File: src/ist_pkg.sv
`timescale 1ns / 1ps
// ----------------------------------------------------------------------------
// ist_pkg
// Types and constants shared by the identity substitution table and its cells.
// ----------------------------------------------------------------------------
package ist_pkg;

   localparam logic MODE_LOOKUP = 1'b0;
   localparam logic MODE_UNIFY  = 1'b1;

   localparam logic [1:0] STATUS_DONE     = 2'd0;
   localparam logic [1:0] STATUS_SKIPPED  = 2'd1;
   localparam logic [1:0] STATUS_FULL     = 2'd2;
   localparam logic [1:0] STATUS_ZERO_KEY = 2'd3;

   typedef struct packed {
      logic        mode;
      logic [31:0] key_id;
      logic [31:0] target_id;
   } req_type;

   typedef struct packed {
      logic [31:0] mapped_id;
      logic        found;
      logic [1:0]  status;
   } rsp_type;

   // per-cycle commands broadcast to every cell
   typedef struct packed {
      logic compare_en;
      logic tgt_en;
      logic find_en;
      logic update_en;
      logic write_hit;
      logic write_new;
      logic rewrite_en;
      logic b_en;
   } cell_ctrl_type;

   // match flags reported by one cell
   typedef struct packed {
      logic khit;
      logic thit;
      logic whit;
   } cell_hit_type;

endpackage

File: src/ist_cell.sv
`timescale 1ns / 1ps
// ----------------------------------------------------------------------------
// ist_cell
// One table entry: valid bit, key and value, with its own key compares and
// value rewrite. Entries fill in order, the valid bit handed down the row.
// ----------------------------------------------------------------------------
module ist_cell
   import ist_pkg::*;
#(
   parameter int ID_BITS = 32
) (
   input  logic                clock,
   input  logic                reset,
   input  cell_ctrl_type       ctrl,
   input  logic [ID_BITS-1:0]  cmp_key,
   input  logic [ID_BITS-1:0]  cmp_tgt,
   input  logic [ID_BITS-1:0]  find_key,
   input  logic [ID_BITS-1:0]  write_value,
   input  logic [ID_BITS-1:0]  rw_a,
   input  logic [ID_BITS-1:0]  rw_b,
   input  logic [ID_BITS-1:0]  rw_v,
   input  logic                prev_valid,
   output logic                valid,
   output cell_hit_type        hit,
   output logic [ID_BITS-1:0]  khit_value,
   output logic [ID_BITS-1:0]  thit_value
);

   logic               valid_ff, valid_in;
   logic               khit_ff, thit_ff, whit_ff;
   logic [ID_BITS-1:0] key_ff, key_in;
   logic [ID_BITS-1:0] value_ff, value_in;
   logic               alloc_here, write_here, rewrite_here;
   logic [ID_BITS-1:0] value_put;

   always_comb begin
      alloc_here   = ctrl.write_new && !valid_ff && prev_valid;
      write_here   = (ctrl.write_hit && whit_ff) || alloc_here;
      value_put    = write_here ? write_value : value_ff;
      valid_in     = valid_ff || alloc_here;
      rewrite_here = ctrl.rewrite_en && valid_in &&
                     ((value_put == rw_a) || (ctrl.b_en && (value_put == rw_b)));
      value_in     = rewrite_here ? rw_v : value_put;
      key_in       = alloc_here ? find_key : key_ff;
   end

   always_ff @(posedge clock) begin
      if (reset) begin
         valid_ff <= 1'b0;
         khit_ff  <= 1'b0;
         thit_ff  <= 1'b0;
         whit_ff  <= 1'b0;
      end else begin
         if (ctrl.compare_en) begin
            khit_ff <= valid_ff && (key_ff == cmp_key);
            thit_ff <= valid_ff && ctrl.tgt_en && (key_ff == cmp_tgt);
         end
         if (ctrl.find_en) begin
            whit_ff <= valid_ff && (key_ff == find_key);
         end
         if (ctrl.update_en) begin
            valid_ff <= valid_in;
         end
      end
   end

   always_ff @(posedge clock) begin
      if (ctrl.update_en) begin
         key_ff   <= key_in;
         value_ff <= value_in;
      end
   end

   assign valid      = valid_ff;
   assign hit.khit   = khit_ff;
   assign hit.thit   = thit_ff;
   assign hit.whit   = whit_ff;
   assign khit_value = khit_ff ? value_ff : '0;
   assign thit_value = thit_ff ? value_ff : '0;

endmodule

File: config.mk
export PLATFORM = sky130hd
export DESIGN_NAME = ist_cell
export DESIGN_NICKNAME = d
export VERILOG_FILES = /design/src/ist_pkg.sv /design/src/ist_cell.sv
export SDC_FILE = /design/constraint.sdc
export NUM_CORES = 1
export LEC_CHECK = 0
export CORE_MARGIN = 4
export CORE_UTILIZATION = 40
export CTS_BUF_LIST = sky130_fd_sc_hd__clkbuf_8
export DETAILED_ROUTE_END_ITERATION = 10
export DONT_BUFFER_PORTS = 1
export REMOVE_ABC_BUFFERS = 1
export SYNTH_ARGS = -nofsm -noshare
export SYNTH_HDL_FRONTEND = slang
export SYNTH_SLANG_ARGS = --single-unit
export TNS_END_PERCENT = 30
File: constraint.sdc
create_clock -name clock -period 2.54 [get_ports clock]
set_clock_uncertainty 0.15 [all_clocks]
set_input_delay 0.254 -clock clock [delete_from_list [all_inputs] [get_ports clock]]
set_output_delay 0.254 -clock clock [all_outputs]
set_load 0.01 [all_outputs]
==> results.sh <==
export IMPL_cts_max_path_buffers=2
export IMPL_ys_ff_latch=68
export IMPL_grt_pass1_wl_microns=25400
export IMPL_routabilityCongestion=0.871
export IMPL_ir_worst_vdd_v=0.000350
export IMPL_synth_edff_count=64
export IMPL_clock_insertion_delay_worst_skew_ps=360
export IMPL_crit_type="flip-flop to flip-flop"
export IMPL_ys_types=29
export IMPL_clockRootBuffer="clkbuf_8"
export IMPL_grt_max_degree=34
export IMPL_ios=303
export IMPL_slowest_delay_ps=400
export IMPL_grt_antenna_before_repair=1
export IMPL_gr_total_overflow=0
export IMPL_seq_area_sq_um=2000
export IMPL_m1WireLength_microns=6700
export IMPL_worst_hold_path_num_cells=2
export IMPL_cp_depth=11
export IMPL_leakage_nw=2.53
export IMPL_syn_inst=478
export IMPL_cts_made_buffers=9
export IMPL_drive_gt1_share_pct=20.5
export IMPL_worstMarginPinSlew_ps=495
export IMPL_fmax_ghz=0.345
export IMPL_synth_top_cell_by_area="edfxtp_1"
export IMPL_setup_viol=32
export IMPL_cp_slowest_cell="nor4_4"
export IMPL_cts_clk_slew_worst_paths_ps=90
export IMPL_synth_top_area_share_pct=36.6
export IMPL_yosys_warnings=0
export IMPL_rsz0062_at_grt="yes"
export IMPL_vias_per_cell=5.32
export IMPL_async_reset_ff_share_pct=0
export IMPL_cts_tree="done"
export IMPL_antenna_left=0
export IMPL_post_route_min_period_ps=2900
export IMPL_ff2ff_path_depth=11
export IMPL_die_w_microns=123
export IMPL_cp_arrival_ps=2970
export IMPL_yosysMostFrequentCell="xor2_1"
export IMPL_area_delta_synth_final_pct=34.8
export IMPL_die_y_microns=123
export IMPL_hp_class="input pin to flip-flop"
export IMPL_critPathMaxFanout=8
export IMPL_first_pass_iters=4
export IMPL_portBuffers=0
export IMPL_ys_flop_type="edfxtp_1"
export IMPL_final_cell_area_sq_um=7090
export IMPL_cp_end_kind="flip-flop"
export IMPL_ys_seq_area_share_pct=38.1
export IMPL_routed_wl_microns=18500
export IMPL_vias=4174
export IMPL_maxSlewViolCount=0
export IMPL_dp_hpwl_microns=14200
export IMPL_path_cells="nand3b_4 -> nand2_8 -> buf_8 -> mux2i_4 -> xor2_1 -> nand4_1 -> nor4_4 -> o2bb2ai_4 -> buf_12 -> clkbuf_16 -> mux2i_1"
export IMPL_place_ws_ps=-492
export IMPL_top_layer="met4"
export IMPL_drc=0
export IMPL_placed_cell_area_sq_um=5880
export IMPL_initial_core_util_pct=41.3
export IMPL_cap_violations=0
export IMPL_hold_violations=0
export IMPL_final_nets=842
export IMPL_gr_usage_all_layers_pct=23.1
export IMPL_fillCellCount=1043
export IMPL_min_period_over_period_pct=114
export IMPL_htreeDepth=3
export IMPL_routed_wl_met2_microns=9750
export IMPL_setup_ws_ps=-362
export IMPL_violations="negative setup slack"
export IMPL_multi_input_area_sq_um=3260
export IMPL_path_buf_inv=3
export IMPL_dr_wl_met3_microns=1520
export IMPL_dieArea_sq_um=15000
export IMPL_power_mw=2.91
export IMPL_num_rows=41
export IMPL_core_sq_um=12700
export IMPL_power_density_nw_per_um2=410
export IMPL_final_util_pct=55.7
export IMPL_crit_family="simple AND/OR/NAND/NOR gates"
export IMPL_status="complete, but fails checks"
export IMPL_cp_required_ps=2600
export IMPL_max_slew_margin_pct=66.7
export IMPL_grt_pass1_vias=4395
export IMPL_drt_iter0_drc=229
export IMPL_synth_area_sq_um=5260
export IMPL_cts_sinks=68
export IMPL_avgSynthCellArea_sq_um=11.0
export IMPL_synthTopCellsByCount="xor2_1, xnor2_1, and2_1, edfxtp_1, mux2i_1"
export IMPL_wl_per_cell_microns=23.6
export IMPL_crit_path_start_kind="flip-flop"
export IMPL_yosys_top_cells_area="edfxtp_1, xor2_1, xnor2_1"
## cell families (layout without fill, tap and decap cells)
logic type	Yosys count	after routing	synth area share, %
AOI/OAI and AO/OA	7	7	1.29
muxes	64	64	13.8
and+or+nand+nor	133	133	16.0
DFF	68	68	38.1
buffers and inverters	48	181	4.50
other	0	1	0
xor gates and xnor gates	158	158	26.3
## worst reg2reg max path, stage by stage (launching register included)
cell	delay [ps]
dfxtp_1	310
nand3b_4	180
nand2_8	150
buf_8	150
mux2i_4	280
xor2_1	250
nand4_1	200
nor4_4	400
o2bb2ai_4	170
buf_12	140
clkbuf_16	160
mux2i_1	200
## cells in the final DEF, fill, tap and decap left out, types with 2 or more instances in the layout
| master | n |
|---|---|
| dlygate4sd3_1 | 65 |
| buf_6 | 3 |
| clkbuf_8 | 9 |
| xnor2_1 | 77 |
| clkinv_2 | 2 |
| inv_1 | 33 |
| buf_4 | 54 |
| nand4_1 | 25 |
| nand2b_1 | 3 |
| edfxtp_1 | 64 |
| nor3b_1 | 3 |
| mux2i_1 | 36 |
| xor2_2 | 2 |
| nand3_1 | 2 |
| nor4_2 | 5 |
| and2_1 | 64 |
| xor2_1 | 79 |
| nor4_1 | 17 |
| mux2i_4 | 17 |
| nor3_1 | 3 |
| nor2_1 | 2 |
| nand2_1 | 3 |
| dfxtp_1 | 4 |
| clkbuf_16 | 3 |
| buf_12 | 7 |
| mux2i_2 | 11 |
| a21oi_1 | 3 |
| clkinvlp_4 | 3 |
## registers in the layout (all words and copies together) (netlist names)
| register | flops |
|---|---|
| khit_ff | 1 |
| whit_ff | 1 |
| valid | 1 |
| key_ff | 32 |
| thit_ff | 1 |
| value_ff | 32 |
## final cells by class
class	instances	area share [%]
multi-input combinational	362	46.0
sequential	68	28.2
timing repair buffer	133	18.6
tap	172	3.04
clock buffer	9	1.75
inverter	33	1.75
clock inverter	6	0.583
antenna	1	0.0353
## layer usage
metal  vias to the layer above  track usage (%)
li1                       1912                -
met1                      2010             25.6
met2                       224             41.7
met3                        28             6.27
met4                         0             9.45
met5                         -                0
## metrics by stage
step	setup TNS (ps)	cells	hold slack, ps
after floorplan	-29910	463	173
after global placement	-14190	695	175
after detailed placement	-14420	695	176
after CTS	-10090	776	2.14
after global routing	-14540	784	24.3
final	-10730	784	32.3
## worst paths after layout
| check | startpoint | end | slack, ps |
|---|---|---|---|
| setup / recovery | valid$_SDFFE_PP0P_ | value_ff[15]$_DFFE_PP_ | -360 |
| hold / removal | rw_v[18] | value_ff[18]$_DFFE_PP_ | 30 |
| setup reg to reg | valid$_SDFFE_PP0P_ | value_ff[15]$_DFFE_PP_ | -360 |
| hold reg to reg | khit_ff$_SDFFE_PP0P_ | khit_ff$_SDFFE_PP0P_ | 320 |
## repair_timing
item	CTS	global route
gates cloned	0	3
pin swaps	3	10
hold endpoints to repair	98	0
resized for setup	9	31
buffers inserted	0	4
hold buffers	66	0
endpoints found under the setup margin	32	32
## power by group
part           internal [mW]  switching, mW
Clock                  0.348          0.469
Sequential              1.30         0.0645
Combinational          0.425          0.301
Total                   2.07          0.834
No activity file was read; power rests on OpenSTA's default activity.
